<file path="src/design/rnsd_pkg.sv">
// Shared types and constants of the radix-N short divider.
// Holds register map codes, reset values and default widths; no dependencies.
`default_nettype none

package rnsd_pkg;

  localparam int DATA_W           = 32;
  localparam int ADDR_W           = 4;
  localparam int COUNT_BITS       = 5;
  localparam int DIGIT_BITS_DEF   = 8;
  localparam int DIVISOR_BITS_DEF = 16;

  localparam logic [1:0] REG_RADIX          = 2'd0;
  localparam logic [1:0] REG_DIVISOR_VALUE  = 2'd1;
  localparam logic [1:0] REG_DIVISOR_DIGITS = 2'd2;

  localparam int RADIX_RST          = 10;
  localparam int DIVISOR_VALUE_RST  = 1;
  localparam int DIVISOR_DIGITS_RST = 1;

  // Status of the shared divider as seen by the sequencer.
  typedef struct packed {
    logic done;
  } div_stat_t;

endpackage

`default_nettype wire

</file>
<file path="src/design/rnsd_divider.sv">
// Iterative restoring divider, one quotient bit per cycle.
// Depends on rnsd_pkg for the status struct.
`default_nettype none

module rnsd_divider #(
  parameter int DIVIDEND_BITS = 24,
  parameter int DIVISOR_BITS  = 16
) (
  input  wire                       clk,
  input  wire                       rst_n,
  input  wire                       start,
  input  wire [DIVIDEND_BITS-1:0]   dividend,
  input  wire [DIVISOR_BITS-1:0]    divisor,
  output rnsd_pkg::div_stat_t       stat,
  output logic [DIVIDEND_BITS-1:0]  quotient,
  output logic [DIVISOR_BITS-1:0]   remainder
);
  import rnsd_pkg::*;

  localparam int CNT_W = $clog2(DIVIDEND_BITS + 1);

  logic [DIVIDEND_BITS-1:0] quo_r, quo_nxt;
  logic [DIVISOR_BITS-1:0]  rem_r, rem_nxt;
  logic [CNT_W-1:0]         cnt_r, cnt_nxt;
  logic                     busy_r, busy_nxt;
  logic                     done_r, done_nxt;
  logic [DIVISOR_BITS:0]    trial;
  logic                     fits;

  // Dividend bits shift out of the top of quo_r while quotient bits enter below.
  assign trial = {rem_r, quo_r[DIVIDEND_BITS-1]};
  assign fits  = (trial >= {1'b0, divisor});

  always_comb begin
    quo_nxt  = quo_r;
    rem_nxt  = rem_r;
    cnt_nxt  = cnt_r;
    busy_nxt = busy_r;
    done_nxt = 1'b0;
    if (start) begin
      quo_nxt  = dividend;
      rem_nxt  = '0;
      cnt_nxt  = CNT_W'(DIVIDEND_BITS);
      busy_nxt = 1'b1;
    end else if (busy_r) begin
      if (fits) begin
        rem_nxt = DIVISOR_BITS'(trial - {1'b0, divisor});
      end else begin
        rem_nxt = trial[DIVISOR_BITS-1:0];
      end
      quo_nxt = {quo_r[DIVIDEND_BITS-2:0], fits};
      cnt_nxt = cnt_r - 1'b1;
      if (cnt_r == CNT_W'(1)) begin
        busy_nxt = 1'b0;
        done_nxt = 1'b1;
      end
    end
  end

  always_ff @(posedge clk) begin
    if (!rst_n) begin
      busy_r <= 1'b0;
      done_r <= 1'b0;
      cnt_r  <= '0;
    end else begin
      busy_r <= busy_nxt;
      done_r <= done_nxt;
      cnt_r  <= cnt_nxt;
    end
    quo_r <= quo_nxt;
    rem_r <= rem_nxt;
  end

  assign stat.done = done_r;
  assign quotient  = quo_r;
  assign remainder = rem_r;

endmodule

`default_nettype wire

</file>
<file path="src/design/radix_n_short_divider_core.sv">
// Radix-N short divider with one request in flight. A warm-up digit passes through
// ST_IDLE and ST_MUL; an ending short dividend or a zero divisor also passes ST_FIN,
// and a divide also waits in ST_DIV for the bit-serial divider before ST_FIN.
// A new digit is taken only in ST_IDLE; an untaken result stalls the next one.
// rst_n is synchronous and active low; it restores radix 10, divisor 1,
// divisor length 1 and clears the running value and digit count.
`default_nettype none

module radix_n_short_divider_core #(
  parameter int DIGIT_BITS   = rnsd_pkg::DIGIT_BITS_DEF,
  parameter int DIVISOR_BITS = rnsd_pkg::DIVISOR_BITS_DEF
) (
  input  wire                          clk,
  input  wire                          rst_n,
  // Dividend digit channel.
  input  wire                          in_valid,
  output logic                         in_ready,
  input  wire [DIGIT_BITS-1:0]         in_digit,
  input  wire                          in_last_in,
  // Quotient digit channel.
  output logic                         out_valid,
  input  wire                          out_ready,
  output logic [DIGIT_BITS-1:0]        out_quotient_digit,
  output logic                         out_last_out,
  // Register port.
  input  wire                          psel,
  input  wire                          penable,
  input  wire                          pwrite,
  input  wire [rnsd_pkg::ADDR_W-1:0]   paddr,
  input  wire [rnsd_pkg::DATA_W-1:0]   pwdata,
  output logic [rnsd_pkg::DATA_W-1:0]  prdata,
  output logic                         pready
);
  import rnsd_pkg::*;

  localparam int RADIX_BITS = DIGIT_BITS + 1;
  localparam int RV_BITS    = DIVISOR_BITS + DIGIT_BITS;
  localparam int PROD_BITS  = RV_BITS + RADIX_BITS;

  // Sequencer states.
  localparam logic [1:0] ST_IDLE = 2'd0;
  localparam logic [1:0] ST_MUL  = 2'd1;
  localparam logic [1:0] ST_DIV  = 2'd2;
  localparam logic [1:0] ST_FIN  = 2'd3;

  // Configuration registers.
  logic [RADIX_BITS-1:0]   radix_r;
  logic [DIVISOR_BITS-1:0] divisor_value_r;
  logic [COUNT_BITS-1:0]   divisor_digits_r;
  logic                    wr_en;
  logic [1:0]              reg_idx;

  assign pready  = 1'b1;
  assign wr_en   = psel && penable && pwrite;
  assign reg_idx = paddr[3:2];

  always_ff @(posedge clk) begin
    if (!rst_n) begin
      radix_r          <= RADIX_BITS'(RADIX_RST);
      divisor_value_r  <= DIVISOR_BITS'(DIVISOR_VALUE_RST);
      divisor_digits_r <= COUNT_BITS'(DIVISOR_DIGITS_RST);
    end else if (wr_en) begin
      case (reg_idx)
        REG_RADIX:          radix_r          <= pwdata[RADIX_BITS-1:0];
        REG_DIVISOR_VALUE:  divisor_value_r  <= pwdata[DIVISOR_BITS-1:0];
        REG_DIVISOR_DIGITS: divisor_digits_r <= pwdata[COUNT_BITS-1:0];
        default: ;
      endcase
    end
  end

  always_comb begin
    case (reg_idx)
      REG_RADIX:          prdata = DATA_W'(radix_r);
      REG_DIVISOR_VALUE:  prdata = DATA_W'(divisor_value_r);
      REG_DIVISOR_DIGITS: prdata = DATA_W'(divisor_digits_r);
      default:            prdata = '0;
    endcase
  end

  // Datapath and sequencer state.
  logic [1:0]              state_r, state_nxt;
  logic [DIGIT_BITS-1:0]   digit_r, digit_nxt;
  logic                    last_r, last_nxt;
  logic [RV_BITS-1:0]      rv_r, rv_nxt;
  logic [COUNT_BITS-1:0]   seen_r, seen_nxt;
  logic [DIGIT_BITS-1:0]   res_q_r, res_q_nxt;
  logic                    res_last_r, res_last_nxt;
  logic                    out_valid_r, out_valid_nxt;
  logic [DIGIT_BITS-1:0]   out_q_r, out_q_nxt;
  logic                    out_last_r, out_last_nxt;

  logic [PROD_BITS-1:0]    prod;
  logic [RV_BITS-1:0]      rv_fold;
  logic [COUNT_BITS-1:0]   target;
  logic [COUNT_BITS-1:0]   seen_inc;
  logic                    div_start;
  div_stat_t               div_stat;
  logic [RV_BITS-1:0]      div_quo;
  logic [DIVISOR_BITS-1:0] div_rem;
  logic                    slot_free;

  // Fold the new digit into the running value; this is the only multiplier.
  assign prod    = PROD_BITS'(rv_r) * PROD_BITS'(radix_r);
  assign rv_fold = prod[RV_BITS-1:0] + RV_BITS'(digit_r);

  // A divisor length of zero counts as one digit.
  assign target   = (divisor_digits_r == '0) ? COUNT_BITS'(1) : divisor_digits_r;
  assign seen_inc = (seen_r < target) ? (seen_r + 1'b1) : seen_r;

  // The result register may be reloaded when empty or when it is being taken.
  assign slot_free = !out_valid_r || out_ready;

  rnsd_divider #(
    .DIVIDEND_BITS (RV_BITS),
    .DIVISOR_BITS  (DIVISOR_BITS)
  ) u_div (
    .clk       (clk),
    .rst_n     (rst_n),
    .start     (div_start),
    .dividend  (rv_fold),
    .divisor   (divisor_value_r),
    .stat      (div_stat),
    .quotient  (div_quo),
    .remainder (div_rem)
  );

  always_comb begin
    state_nxt     = state_r;
    digit_nxt     = digit_r;
    last_nxt      = last_r;
    rv_nxt        = rv_r;
    seen_nxt      = seen_r;
    res_q_nxt     = res_q_r;
    res_last_nxt  = res_last_r;
    out_valid_nxt = out_valid_r;
    out_q_nxt     = out_q_r;
    out_last_nxt  = out_last_r;
    div_start     = 1'b0;

    if (out_valid_r && out_ready) begin
      out_valid_nxt = 1'b0;
    end

    case (state_r)
      ST_IDLE: begin
        if (in_valid) begin
          digit_nxt = in_digit;
          last_nxt  = in_last_in;
          state_nxt = ST_MUL;
        end
      end
      ST_MUL: begin
        seen_nxt = seen_inc;
        if (seen_inc < target) begin
          // Warm-up digit, or a dividend shorter than the divisor.
          if (last_r) begin
            rv_nxt       = '0;
            seen_nxt     = '0;
            res_q_nxt    = '0;
            res_last_nxt = 1'b1;
            state_nxt    = ST_FIN;
          end else begin
            rv_nxt    = rv_fold;
            state_nxt = ST_IDLE;
          end
        end else if (divisor_value_r == '0) begin
          // A zero divisor gives an all-ones quotient and keeps the value unless last.
          rv_nxt       = last_r ? '0 : rv_fold;
          res_q_nxt    = '1;
          res_last_nxt = last_r;
          if (last_r) begin
            seen_nxt = '0;
          end
          state_nxt = ST_FIN;
        end else begin
          div_start    = 1'b1;
          res_last_nxt = last_r;
          if (last_r) begin
            seen_nxt = '0;
          end
          state_nxt = ST_DIV;
        end
      end
      ST_DIV: begin
        if (div_stat.done) begin
          // Quotients that do not fit in one digit saturate.
          if (|div_quo[RV_BITS-1:DIGIT_BITS]) begin
            res_q_nxt = '1;
          end else begin
            res_q_nxt = div_quo[DIGIT_BITS-1:0];
          end
          rv_nxt    = res_last_r ? '0 : RV_BITS'(div_rem);
          state_nxt = ST_FIN;
        end
      end
      ST_FIN: begin
        if (slot_free) begin
          out_valid_nxt = 1'b1;
          out_q_nxt     = res_q_r;
          out_last_nxt  = res_last_r;
          state_nxt     = ST_IDLE;
        end
      end
      default: begin
        state_nxt = ST_IDLE;
      end
    endcase
  end

  always_ff @(posedge clk) begin
    if (!rst_n) begin
      state_r     <= ST_IDLE;
      rv_r        <= '0;
      seen_r      <= '0;
      out_valid_r <= 1'b0;
    end else begin
      state_r     <= state_nxt;
      rv_r        <= rv_nxt;
      seen_r      <= seen_nxt;
      out_valid_r <= out_valid_nxt;
    end
    digit_r    <= digit_nxt;
    last_r     <= last_nxt;
    res_q_r    <= res_q_nxt;
    res_last_r <= res_last_nxt;
    out_q_r    <= out_q_nxt;
    out_last_r <= out_last_nxt;
  end

  assign in_ready           = (state_r == ST_IDLE);
  assign out_valid          = out_valid_r;
  assign out_quotient_digit = out_q_r;
  assign out_last_out       = out_last_r;

endmodule

`default_nettype wire
</file>
<file path="config.mk">
export PLATFORM = sky130hd
export DESIGN_NAME = radix_n_short_divider_core
export DESIGN_NICKNAME = d
export VERILOG_FILES = /design/src/design/rnsd_pkg.sv /design/src/design/rnsd_divider.sv /design/src/design/radix_n_short_divider_core.sv
export SDC_FILE = /design/constraint.sdc
export NUM_CORES = 1
export LEC_CHECK = 0
export ABC_AREA = 1
export BUFFER_PORTS_ARGS = -buffer_cell sky130_fd_sc_hd__buf_2
export CAP_MARGIN = 40
export CORE_MARGIN = 1.5
export CORE_UTILIZATION = 39
export DETAILED_ROUTE_END_ITERATION = 8
export PLACE_DENSITY_LB_ADDON = 0.15
export SETUP_SLACK_MARGIN = 0.2
export SYNTH_ARGS = -nofsm -noshare
export SYNTH_HDL_FRONTEND = slang
export SYNTH_SLANG_ARGS = --single-unit
</file>
<file path="constraint.sdc">
create_clock -name clk -period 6.3 [get_ports clk]
set_clock_uncertainty 0.15 [all_clocks]
set_input_delay 0.945 -clock clk [delete_from_list [all_inputs] [get_ports clk]]
set_output_delay 0.945 -clock clk [all_outputs]
set_load 0.05 [all_outputs]
</file>
==> impl_metrics.csv <==
group,metric,value,unit
run_status,outcome,"complete, no violations",
power,combPwrFrac,0.424,
cts,post_cts_buffers,0,
setup_path,cp_max_fo,17,
cts,cts_resized,0,
synthesis,netlist_area,0.01298,mm²
grt,grt_overflow_total,0,
final_layout,layout-drive-gt1-share,0.07183,
cts,cts_tree,"done",
synthesis,synth_cell_types,46,
route,finalWirelength,34500,µm
route,ant_nets,0,
setup_path,cp-end-kind,"flip-flop",
cts,insertion_delay,0.43,ns
synthesis,yosys_warnings,0,
final_layout,antennaDiodeCount,0,
power,power.switching,1.678,mW
route,remaining_drc_errors,0,
sta,fin_tns_setup,0,ns
power,ir_worst_vdd,0.2360,mV
synthesis,yosysTopAreaCellShare,0.1974,
cts,cts.sinks,136,
route,via_count,10800,
run,cap_violations,0,
synthesis,ys_top_cells_by_area,"fa_1, nand2_1, dfxtp_1",
sta,rsz0062_at_grt,"false",
sta,tightestPinTransition,0.9046,ns
setup_path,critPathLaunch,"radix_r[3]",
grt,antenna_found_initial,0,
floorplanning,io_pins,96,
synthesis,yosys.area.top_type,"fa_1",
setup_path,r2r_start,"radix_r[3]",
synthesis,yosysMostFrequentCell,"nand2_1",
sta,drv_slew,0,
sta,fin_crit_sh,0.8929,
cts,numCtsBuffers,17,
power,internal-power,2.236,mW
power,switching_share,0.4288,
setup_path,cp.required,6.32,ns
synthesis,synth_flop_cell,"dfxtp_1",
route,drt_iter0_drc,618,
synthesis,ys_seq_area_frac,0.2490,
synthesis,syn_inst,1744,
sta,max_clock_freq,0.1778,GHz
setup_path,crit_arrival,5.64,ns
power,p_per_area,275.5,mW/mm²
synthesis,synthArstFlopShare,0,
grt,grt_max_degree,56,
setup_path,crit_path_start_kind,"flip-flop",
place,dp_hpwl,27500,µm
cts,cts-hold-fix-buffers,0,
grt,grt_pass1_wl,56630,µm
power,power_frac_clock,0.234,
synthesis,ys_top_cells_by_count,"nand2_1, inv_1, fa_1",
floorplanning,rows,66,
floorplanning,die_area,0.03439,mm²
route,vias_per_cell,4.854,
final_layout,final_util,0.4355,
power,p_total,3.914,mW
sta,fin_crit,5.625,ns
min_path,hp-start,"res_q_r[7]",
min_path,hold_class,"reg -> reg",
grt,track_usage,0.2114,
final_layout,layout.nets,2030,
power,seqPwrFrac,0.343,
place,gp_congestion,0.8817,
cts,htreeDepth,4,
sta,hold_violations,0,
cts,clk_pin_slew,0.07,ns
cts,clockBufferDepth,2,
floorplanning,fp.dieW,185.5,µm
floorplanning,dieHeight,185.5,µm
power,p_leak,7.765,nW
route,drtPass1Iterations,5,
floorplanning,start_util,0.3980,
place,portBuffers,60,
synthesis,synth_edf_count,51,
grt,grt_pass1_vias,10770,
setup_path,crit_type,"reg -> reg",
final_layout,area_growth_syn_to_layout,9.425,%
floorplanning,fp.coreArea,0.03262,mm²
sta,setup_viol,0,
synthesis,ys_ff_latch,136,
cts,cts_root_buf,"clkbuf_16",
route,wl_per_cell,15.51,µm
synthesis,synth.avg_cell_area,7.444,µm²
sta,relSlewSlack,0.3961,
==> per-layer routing <==
layer / GRT usage / up-vias / wire length, µm
li1: - / 5459 / -
met1: 0.2879 / 5121 / 16680
met2: 0.3588 / 191 / 16330
met3: 0.02504 / 25 / 1062
met4: 0.04683 / 0 / 430
met5: 0 / - / 0
==> worst max-delay path, cell delays in order (launching register included) <==
cell     delay (ns)
dfxtp_1        0.90
buf_4          0.31
nand2_1        0.08
inv_1          0.10
fa_1           0.42
fa_1           0.55
inv_1          0.05
fa_1           0.45
fa_1           0.49
inv_1          0.04
ha_1           0.31
ha_1           0.35
nand2_1        0.11
nor4_1         0.47
nand3_1        0.18
nand3_1        0.12
nand2_1        0.05
nand2_1        0.14
o21ai_1        0.09
==> sequential cells by signal (all words and copies together), names as in the netlist, 8 cells and up, named ones only <==
| signal | flops |
|---|---|
| digit_r | 8 |
| divisor_value_r | 16 |
| out_quotient_digit | 8 |
| u_div.remainder | 16 |
| radix_r | 9 |
| u_div.quotient | 24 |
| rv_r | 24 |
| res_q_r | 8 |
==> power by group through the flow <==
| stage | Sequential, mW | Clock [mW] | Combinational, mW |
|---|---|---|---|
| after floorplan | 1.29 | 0 | 1.27 |
| after global placement | 1.36 | 0 | 1.59 |
| after detailed placement | 1.36 | 0 | 1.64 |
| after CTS | 1.34 | 0.932 | 1.66 |
| after global routing | 1.36 | 0.972 | 1.88 |
| final | 1.34 | 0.915 | 1.66 |
==> cell usage in the layout (no fill, tap or decap), types with 10 or more instances in the layout <==
| cell | Yosys | final |
|---|---|---|
| nor2_1 | 78 | 78 |
| o21ai_1 | 14 | 14 |
| edfxtp_1 | 51 | 51 |
| dfxtp_1 | 85 | 85 |
| nand4_1 | 16 | 16 |
| xor2_1 | 16 | 16 |
| a21oi_1 | 104 | 104 |
| o21ai_0 | 68 | 68 |
| buf_2 | 11 | 60 |
| xnor2_1 | 15 | 15 |
| buf_4 | 20 | 17 |
| nor4_1 | 10 | 10 |
| clkbuf_16 | 0 | 17 |
| conb_1 | 2 | 17 |
| nand2_1 | 516 | 516 |
| inv_1 | 312 | 312 |
| nand3_1 | 84 | 84 |
| fa_1 | 128 | 128 |
| ha_1 | 81 | 81 |
==> worst paths after layout <==
| check | to | slack, ns | cells after the start |
|---|---|---|---|
| setup / recovery | u_div.quotient[22] | 0.67 | 18 |
| hold / removal | out_quotient_digit[7] | 0.27 | 0 |
| setup reg to reg | u_div.quotient[22] | 0.67 | 18 |
| hold reg to reg | out_quotient_digit[7] | 0.27 | 0 |
==> cell type report <==
| class | instances | area, µm² |
|---|---|---|
| Inverter | 318 | 1194 |
| Multi-Input combinational cell | 1215 | 8170 |
| Clock inverter | 14 | 101.3 |
| Timing Repair Buffer | 81 | 525.5 |
| Tap cell | 442 | 553.0 |
| Sequential cell | 136 | 3233 |
| Fill cell | 3397 | 18410 |
| Clock buffer | 18 | 429.2 |
==> through the flow <==
stage	std cells	setup slack, ns	area, µm²	hold slack (ns)
after floorplan	1759	1.083	13040	0.2503
after global placement	2188	0.6808	13580	0.2557
after detailed placement	2192	0.7047	13680	0.2563
after CTS	2224	0.6982	14210	0.2723
after global routing	2224	0.3045	14210	0.2758
final	2224	0.6749	14210	0.2700
==> cells by family (layout without fill, tap and decap cells) <==
family                   count (synthesis)  after routing  share of synthesized area
AND/OR/NAND/NOR                        732            732                     0.2324
adder cells (fa/ha/maj)                209            209                     0.2754
buffers and inverters                  408            431                     0.1260
AO/OA/AOI/OAI                          226            226                    0.09570
XOR/XNOR                                31             31                    0.02091
flip-flops                             136            136                     0.2490
other                                    2             17                  0.0005785
Power figures use the tool's default switching activity.
